==> src/tli_pkg.sv <==
// Shared constants, codes and widths for the table linear interpolator.
package tli_pkg;

   localparam int TABLE_DEPTH_DEFAULT = 128;

   localparam int INDEX_W  = 7;
   localparam int DATA_W   = 32;
   localparam int CFG_W    = 8;
   localparam int STATUS_W = 2;

   // The divider starts with the high dividend word as its remainder, so one
   // quotient bit per data bit is enough.
   localparam int DIV_STEPS = DATA_W;

   localparam logic [CFG_W-1:0] CFG_RESET = 8'd128;

   localparam logic FUNC_WRITE = 1'b0;
   localparam logic FUNC_QUERY = 1'b1;

   localparam logic [STATUS_W-1:0] STATUS_OK    = 2'd0;
   localparam logic [STATUS_W-1:0] STATUS_ABOVE = 2'd1;
   localparam logic [STATUS_W-1:0] STATUS_BELOW = 2'd2;

endpackage

==> src/tli_divider.sv <==
// Restoring divider, one quotient bit per cycle, for quotients that fit one word.
module tli_divider import tli_pkg::*; (
   input  logic                clock,
   input  logic                reset,
   input  logic                start,
   input  logic [2*DATA_W-1:0] dividend,
   input  logic [DATA_W-1:0]   divisor,
   output logic                done,
   output logic [DATA_W-1:0]   quotient
);

   localparam int CNT_W = $clog2(DIV_STEPS);
   localparam logic [CNT_W-1:0] CNT_LAST = CNT_W'(DIV_STEPS - 1);

   logic              busy_ff, busy_in;
   logic              done_ff, done_in;
   logic [CNT_W-1:0]  cnt_ff, cnt_in;
   logic [DATA_W-1:0] rem_ff, rem_in;
   logic [DATA_W-1:0] low_ff, low_in;
   logic [DATA_W-1:0] dvs_ff, dvs_in;

   logic [DATA_W:0] shifted;
   logic [DATA_W:0] trial;

   // The caller guarantees that the high dividend word is below the divisor.
   assign shifted = {rem_ff, low_ff[DATA_W-1]};
   assign trial   = shifted - {1'b0, dvs_ff};

   always_comb begin
      busy_in = busy_ff;
      done_in = 1'b0;
      cnt_in  = cnt_ff;
      rem_in  = rem_ff;
      low_in  = low_ff;
      dvs_in  = dvs_ff;
      if (start) begin
         busy_in = 1'b1;
         cnt_in  = '0;
         rem_in  = dividend[2*DATA_W-1:DATA_W];
         low_in  = dividend[DATA_W-1:0];
         dvs_in  = divisor;
      end else if (busy_ff) begin
         if (!trial[DATA_W]) begin
            rem_in = trial[DATA_W-1:0];
            low_in = {low_ff[DATA_W-2:0], 1'b1};
         end else begin
            rem_in = shifted[DATA_W-1:0];
            low_in = {low_ff[DATA_W-2:0], 1'b0};
         end
         cnt_in = cnt_ff + CNT_W'(1);
         if (cnt_ff == CNT_LAST) begin
            busy_in = 1'b0;
            done_in = 1'b1;
         end
      end
   end

   always_ff @(posedge clock) begin
      if (reset) begin
         busy_ff <= 1'b0;
         done_ff <= 1'b0;
         cnt_ff  <= '0;
      end else begin
         busy_ff <= busy_in;
         done_ff <= done_in;
         cnt_ff  <= cnt_in;
      end
   end

   always_ff @(posedge clock) begin
      rem_ff <= rem_in;
      low_ff <= low_in;
      dvs_ff <= dvs_in;
   end

   assign done     = done_ff;
   assign quotient = low_ff;

endmodule

==> config.mk <==
export PLATFORM = sky130hd
export DESIGN_NAME = tli_divider
export DESIGN_NICKNAME = d
export VERILOG_FILES = /design/src/tli_pkg.sv /design/src/tli_divider.sv
export SDC_FILE = /design/constraint.sdc
export NUM_CORES = 1
export LEC_CHECK = 0
export BUFFER_PORTS_ARGS = -buffer_cell sky130_fd_sc_hd__buf_2
export CAP_MARGIN = 20
export CORE_MARGIN = 4
export CORE_UTILIZATION = 57
export CTS_CLUSTER_SIZE = 16
export DETAILED_ROUTE_END_ITERATION = 8
export PLACE_DENSITY_LB_ADDON = 0.25
export SETUP_SLACK_MARGIN = 0.3
export SLEW_MARGIN = 10
export SYNTH_ARGS = -nofsm -noshare
export SYNTH_HDL_FRONTEND = slang
export SYNTH_SLANG_ARGS = --single-unit
==> constraint.sdc <==
create_clock -name clock -period 5.4 [get_ports clock]
set_input_delay 1.08 -clock clock [delete_from_list [all_inputs] [get_ports clock]]
set_output_delay 1.08 -clock clock [all_outputs]
set_load 0.01 [all_outputs]
Word level (Yosys, flattened, before mapping)
Cells that the tools add are included.
{ "word_totals": {"input_bits": 99, "word_cells": 23, "reg_bits": 103, "output_inout_bits": 33} }
{ "classes": {"n_reduce_logical": 3, "mux": 10, "n_eq_ne": 1, "bitwise": 1, "addsub": 2} }
{ "op_table": {"columns": ["op", "n"], "rows": [
  ["$mux 32", 5],
  ["$sub 33x32->33", 1],
  ["$add 5x1->5 const B", 1],
  ["$eq 5x5->1 const B", 1],
  ["$mux 1", 5],
  ["$reduce_or 3->1", 1],
  ["$reduce_bool 2->1", 1],
  ["$reduce_or 2->1", 1],
  ["$not 1->1", 1]
]} }

Depth between registers and ports, before layout
Gate-level depths: netlist of run 1.
{ "logic_depth": {"ltp_word": 4, "depth_mapped": 14, "ltp_nobuf": 12} }

Least setup slack after synthesis of run 1
Ideal clock, no wire load.
{ "synth_timing": {"path_kind": "register to register", "startpoint": "register low_ff[31], in the netlist quotient[31]", "endpoint": "register rem_ff[10] (data pin)", "setup_ns": 0.266, "arrival_ns": 2.683, "period_less_slack_ns": 2.949, "stages_incl_launch_ff": 15, "n_path_buf": 2, "t_required_ns": 5.134, "path_slack_ns": 2.451, "path_cell_list": "edfxtp_1 > inv_1 > ha_1 > fa_1 > nand2b_1 > a21o_1 > a32o_1 > o2111ai_2 > nand3_2 > nand3_2 > xor2_2 > buf_6 > buf_12 > mux2i_1 > o21ai_1"} }
{ "synth_via": {"elab_chain_len": 4} }
{ "synth_rtl": {"columns": ["element", "line", "text"], "rows": [
  ["from (decl)", "tli_divider.sv:19", "logic [DATA_W-1:0] low_ff, low_in;"],
  ["from (signal assigned)", "tli_divider.sv:72", "low_ff <= low_in;"],
  ["$sub 33x32->33", "tli_divider.sv:27", "assign trial = shifted - {1'b0, dvs_ff};"],
  ["$mux 32", "tli_divider.sv:43", "if (!trial[DATA_W]) begin"],
  ["$mux 32", "tli_divider.sv:42", "end else if (busy_ff) begin"],
  ["$mux 32", "tli_divider.sv:36", "if (start) begin"],
  ["net rem_in[10]", "tli_divider.sv:18", "logic [DATA_W-1:0] rem_ff, rem_in;"],
  ["to (signal assigned)", "tli_divider.sv:71", "rem_ff <= rem_in;"],
  ["to (decl)", "tli_divider.sv:18", null]
]} }
The timed path passes the listed nets, and every way through them passes these cells. The select of a mux whose other input is x is not followed.
A chain may end at the register's enable or synchronous reset.

Worst setup path in the final report of run 1
{ "layout_timing": {"startpoint": "register low_ff[31], in the netlist quotient[31]", "endpoint": "register rem_ff[14] (data pin)"} }
Same word-level chain as after synthesis.

==> impl_metrics.toml, run 1 <==
[final_layout]
antenna_cells = 0
layout-drive-gt1-share_pct = 27.3
nFillCells = 825
area_delta_synth_final_pct = 14.7
fin_cells = 820
layout.nets = 813

[global_route]
grt_first_pass_wirelength_mm = 22.3
grt_usage_pct = 21.8
antenna_found_initial = 0
grt_pass1_vias = 4758
overflow = 0
grt_max_degree = 79

[detailed_routing]
totalWireLength_mm = 13.4
initialDrtViolationCount = 295
drc = 0
routedWlPerCell_um = 16.4
vias = 4639
via_per_inst = 5.66
dr.pass1.iters = 5
final_antenna_net_count = 0

[timing]
maxSlewHeadroom_pct = 36.5
hold_viol_final = 0
min_period_ps = 3690
clock_skew_ps = 12.2
rsz0062_at_grt = "no"
slew_violations = 0
worst_slew_pin_slew_ps = 939
finalSetupViolations = 0
clock.fmax_ghz = 0.271
timing.final.crit_share_pct = 68.3
timing.setup.tns_ps = 0

[clocking]
post_cts_buffers = 0
clk_pin_slew_worst_paths_ps = 100
clock-sinks = 103
root_buffer = "clkbuf_8"
hold_buffers = 0
clockBufferDepth = 2
htree_levels = 3
cts_tree = "done"
worstSkewPairLatency_ps = 390
cts_resized = 0
cts_made_buffers = 9

[floorplanning]
io-pin-count = 132
core_sq_mm = 0.0104
die_h_um = 112
dieArea_sq_mm = 0.0125
start_util_pct = 58.8
rows = 37
fp.dieW_um = 112

[critical_path]
r2r_end = "rem_ff[14]"
setup.worst_path.end_class = "flop"
crit_path_start = "quotient[31]"
path_class = "reg -> reg"
crit_end = "rem_ff[14]"
crit_fanout = 20
worstSetupStartpointType = "flop"
critPathRequiredTime_ps = 5510
r2r_cells = 13
critPathArrivalTime_ps = 3800
r2r_slack_ps = 1710
worstReg2RegStart = "quotient[31]"

[power]
ir_worst_vdd_mv = 0.280
p_leak_uw = 0.00307
powerDensity_mw_per_mm2 = 439

[synthesis]
async_flop_share_pct = 0
yosysSeqAreaShare_pct = 49.4
synth_edf_count = 96
synth_area_sq_mm = 0.00612
synth_cell_types = 57
synthCells = 557
avgSynthCellArea_sq_um = 11.0
yosys_warnings = 0
synth-seq-cells = 103
ys.flop_type = "edfxtp_1"
syn_nets = 691

[job]
maxCapViolations = 0

[placement]
hpwl_mm = 9.80
placed_cells = 804
io_buffers = 131
finalWeightedCongestion = 0.886

[min_path]
worst_hold_path_type = "reg -> reg"

[run_status]
status = "finished clean"
-- synth_stat cells (3+ instances only) --
| master | n | share of area [%] |
|---|---|---|
| a21o_1 | 12 | 1.5 |
| inv_1 | 48 | 2.9 |
| a21oi_1 | 33 | 2.7 |
| xnor2_1 | 20 | 2.9 |
| mux2i_1 | 27 | 4.4 |
| edfxtp_1 | 96 | 47 |
| nor2_1 | 28 | 1.7 |
| o21ai_0 | 14 | 1.1 |
| o211ai_1 | 3 | 0.37 |
| a31oi_1 | 5 | 0.51 |
| ha_1 | 34 | 6.9 |
| nand2b_1 | 5 | 0.51 |
| mux2_2 | 31 | 5.7 |
| buf_1 | 5 | 0.31 |
| a41oi_1 | 3 | 0.43 |
| nand3_1 | 8 | 0.65 |
| nor3b_1 | 4 | 0.49 |
| xor2_1 | 11 | 1.6 |
| a221o_1 | 3 | 0.49 |
| o21ai_1 | 29 | 2.4 |
| nand4_1 | 4 | 0.41 |
| a211oi_1 | 5 | 0.61 |
| dfxtp_1 | 7 | 2.3 |
| and3_1 | 4 | 0.41 |
| o21bai_1 | 3 | 0.37 |
| clkbuf_1 | 12 | 0.74 |
| nand2_1 | 55 | 3.4 |
| nor2b_1 | 3 | 0.31 |
| o311ai_1 | 4 | 0.57 |
| nor3_1 | 5 | 0.41 |
-- report_power, final --
part	switching, uW	internal [uW]	leakage, uW
Combinational	844	653	0.00196
Clock	278	171	0.0000898
Sequential	79.1	1060	0.00102
Total	1200	1880	0.00307
-- stage by stage --
step	hold slack [ps]	setup slack, ps	area, sq um	utilization [%]	total power [uW]
after floorplan	467	2450	6120	-	2370
after global placement	482	1790	6850	65.8	2590
after detailed placement	507	1710	6850	65.8	2640
after CTS	536	1690	7020	67.4	3090
after global routing	572	1430	7020	67.4	3310
final	529	1710	7020	67.4	3080
-- worst min path at each step --
| stage | from | to | slack, ps | cells after the start |
|---|---|---|---|---|
| 4_1_cts | cnt_ff[3] | cnt_ff[3] | 540 | 2 |
| 2_1_floorplan | cnt_ff[4] | cnt_ff[4] | 470 | 2 |
| 3_5_place_dp | cnt_ff[3] | cnt_ff[3] | 510 | 2 |
| 6_report | cnt_ff[3] | cnt_ff[3] | 530 | 2 |
| 3_3_place_gp | cnt_ff[4] | cnt_ff[4] | 480 | 2 |
| 5_1_grt | cnt_ff[3] | cnt_ff[3] | 570 | 2 |
-- final cells by class --
type | count | area [sq um] | area share [%]
timing repair buffer | 134 | 681 | 9.69
multi-input combinational | 383 | 2800 | 39.8
sequential | 103 | 3020 | 43.0
inverter | 48 | 180 | 2.57
clock buffer | 10 | 128 | 1.82
clock inverter | 6 | 46.3 | 0.659
tap | 136 | 170 | 2.42
-- worst max-delay path, stage by stage (launching register included) --
cell and delay, ps:
edfxtp_1 350, inv_1 60, ha_1 220, fa_1 400, nand2b_1 170, a21o_1 190
a32o_1 240, o2111ai_2 230, nand3_2 100, nand3_2 130, xor2_4 570, buf_4 420
mux2i_1 240, o21ai_1 80
-- per-layer routing --
layer	global-route usage, %	vias up	part of all wire [%]
li1	-	2291	-
met1	27.2	2165	42
met2	34.9	160	48
met3	8.04	23	8.0
met4	8.03	0	2.1
met5	0	-	0
-- flip-flops by register name, summed over array words and instances (netlist names) --
register	flops
done	1
busy_ff	1
quotient	32
rem_ff	32
dvs_ff	32
cnt_ff	5
-- layout by cell type (no fill, tap or decap), types with 4 or more instances in the layout --
cell | netlist | layout
a211oi_1 | 5 | 5
a21o_1 | 12 | 12
a21oi_1 | 33 | 33
a31oi_1 | 5 | 5
and3_1 | 4 | 4
buf_2 | 2 | 130
buf_4 | 0 | 4
clkbuf_8 | 0 | 9
dfxtp_1 | 7 | 7
edfxtp_1 | 96 | 96
ha_1 | 34 | 34
inv_1 | 48 | 48
mux2_2 | 31 | 31
mux2i_1 | 27 | 27
nand2_1 | 55 | 55
nand2b_1 | 5 | 5
nand3_1 | 8 | 8
nand4_1 | 4 | 4
nor2_1 | 28 | 28
nor3_1 | 5 | 5
nor3b_1 | 4 | 4
o21ai_0 | 14 | 14
o21ai_1 | 29 | 29
o311ai_1 | 4 | 4
xnor2_1 | 20 | 20
xor2_1 | 11 | 11
-- cells by family (layout without fill, tap and decap cells) --
group | after synthesis | after routing | synth area share [%]
multiplexers | 59 | 59 | 10.3
buffers and inverters | 71 | 198 | 5.17
adder cells (fa/ha/maj) | 35 | 35 | 7.27
AND/OR/NAND/NOR | 125 | 125 | 9.46
XOR/XNOR | 32 | 32 | 4.70
AO/OA/AOI/OAI | 132 | 132 | 13.7
flip-flops | 103 | 103 | 49.4
Note: power is estimated with default switching activity, not from simulation.
==> inputs of run 2 (changes only) <==
--- a/config.mk
+++ b/config.mk
@@ -8,7 +8,7 @@
 export BUFFER_PORTS_ARGS = -buffer_cell sky130_fd_sc_hd__buf_2
 export CAP_MARGIN = 20
 export CORE_MARGIN = 4
-export CORE_UTILIZATION = 57
+export CORE_UTILIZATION = 50
 export CTS_CLUSTER_SIZE = 16
 export DETAILED_ROUTE_END_ITERATION = 8
 export PLACE_DENSITY_LB_ADDON = 0.25
==> constraint.sdc (replaced) <==
create_clock -name clock -period 3.15 [get_ports clock]
set_input_delay 0.63 -clock clock [delete_from_list [all_inputs] [get_ports clock]]
set_output_delay 0.63 -clock clock [all_outputs]
set_load 0.01 [all_outputs]
==> run 2 against run 1 <==
  * Worst setup slack lost 1500 ps
  * Combinational power grew 100%
  * Register-to-register slack lost 1500 ps
  * Core utilization shrank 4.6 points
  * Final cell count grew 4.0%
  * Critical path depth is the same
  * Via count shrank 0.24%
  * Power grew 100%
  * Non-clock buffer count grew 22
  * Global-route usage shrank 2.0 points
  * Critical path type unchanged
==> impl_metrics.toml, run 2 (synthesized netlist as in run 1, its figures left out) <==
[run_status]
status = "finished clean"

[power]
switching_share_pct = 36.5
switchingPower_uw = 2260
p_leak_uw = 0.00329
powerDensity_mw_per_mm2 = 820
seq_power_share_pct = 31.5
clock_power_share_pct = 18.8
pwr-share-comb_pct = 49.6
ir_worst_vdd_mv = 0.435
power_uw = 6190
p_int_uw = 3930

[final_layout]
finish.utilization_pct = 62.9
final_common_cell = "buf_2"
area_delta_synth_final_pct = 23.3
layout.nets = 835
layout-drive-gt1-share_pct = 32.4
fin_area_sq_mm = 0.00755
antenna_cells = 0
final_cell_mix = "buf_2, edfxtp_1, nand2_1"

[global_route]
grt_first_pass_wirelength_mm = 22.7
antenna_found_initial = 1
grt_usage_pct = 19.8
grt_pass1_vias = 4806
overflow = 0
grt_max_degree = 82

[timing]
timing.setup.tns_ps = 0
clock.fmax_ghz = 0.335
hold_viol_final = 0
finalHoldWorstSlack_ps = 435
timing.final.crit_share_pct = 94.7
worst_slew_pin_slew_ps = 635
finalSetupViolations = 0
rsz0062_at_grt = "yes"
min_period_ps = 2980
maxSlewHeadroom_pct = 57.7
slew_violations = 0
clock_skew_ps = 14.9

[clocking]
htree_levels = 3
clk_pin_slew_worst_paths_ps = 70
clockBufferDepth = 2
worstSkewPairLatency_ps = 360
root_buffer = "clkbuf_16"
cts_tree = "done"
cts_made_buffers = 9
clock-sinks = 103

[floorplanning]
start_util_pct = 51.0
fp.dieW_um = 119
dieArea_sq_mm = 0.0141
rows = 40
die_h_um = 119
io-pin-count = 132
core_sq_mm = 0.0120

[placement]
hpwl_mm = 9.85
finalWeightedCongestion = 0.922
io_buffers = 131
place_area_sq_mm = 0.00702

[detailed_routing]
final_antenna_net_count = 0
totalWireLength_mm = 13.8
drc = 0
vias = 4628
via_per_inst = 5.43
routedWlPerCell_um = 16.1
initialDrtViolationCount = 197
dr.pass1.iters = 4

[min_path]
worst_hold_path_type = "in -> reg"

[critical_path]
crit_fanout = 11
max_stage_delay_ps = 410
r2r_slack_ps = 170
path_class = "reg -> reg"
crit_slowest_cell = "edfxtp_1"
worstSetupStartpointType = "flop"
setup.worst_path.end_class = "flop"
critPathArrivalTime_ps = 3090
critPathRequiredTime_ps = 3250
cp_cell_sequence = "ha_4 -> fa_2 -> nand2b_4 -> a21o_1 -> a32o_2 -> o2111ai_2 -> nand3_2 -> nand3_4 -> xor2_4 -> buf_4 -> buf_12 -> nor3b_1 -> a221o_1"

[job]
maxCapViolations = 0
-- run 2: layer usage --
metal  track usage (%)  wire [um]  up-vias  part of all wire (%)
met5                 0          9        -                 0.065
met4              6.23        240        2                   1.7
met3              6.08        948       21                   6.9
met2              32.9       6570      142                    48
met1              24.9       5990     2130                    44
li1                  -          -     2333                     -
-- run 2: cell type report --
cell class,instances,area [sq um]
clock buffer,10,229
clock inverter,6,77.6
fill,1001,4460
inverter,48,180
multi-input combinational,383,2920
sequential,103,3020
tap,147,184
timing repair buffer,156,943
-- run 2: final timing paths --
kind,start,end,cells past startpoint
max,dvs_ff[0],rem_ff[3],13
min,reset,busy_ff,2
max reg2reg,dvs_ff[0],rem_ff[3],13
min reg2reg,cnt_ff[4],cnt_ff[4],2
-- run 2: power groups by stage --
stage	logic, uW	registers, uW	clock network [uW]
2_1_floorplan	2120	1950	0
3_3_place_gp	2670	1970	0
3_5_place_dp	2720	1970	0
4_1_cts	2960	1950	1190
5_1_grt	3380	1980	1260
6_report	3070	1950	1170
-- run 2: critical path, delay by kind of cell, from the launching register on --
kind                     cells  cell delay (ps)
adder cells (fa/ha/maj)      2              520
XOR/XNOR                     1              160
AND/OR/NAND/NOR              4              440
flip-flops                   1              410
buffers and inverters        2              270
AO/OA/AOI/OAI                4              920
-- run 2: per-stage QoR --
stage                     cells  setup slack (ps)
after global routing        853              14.0
final                       853               165
after global placement      826               181
after CTS                   852               171
after floorplan             557               267
after detailed placement    826              49.1
-- run 2: what timing repair did --
action                                 4_1_cts  5_1_grt
endpoints found under the hold margin        0        0
resized for setup                           11       17
pin swaps                                    2        4
setup endpoints to repair                   33       33
buffers inserted                             9        1
hold buffers                                 0        0
gates cloned                                 1        0
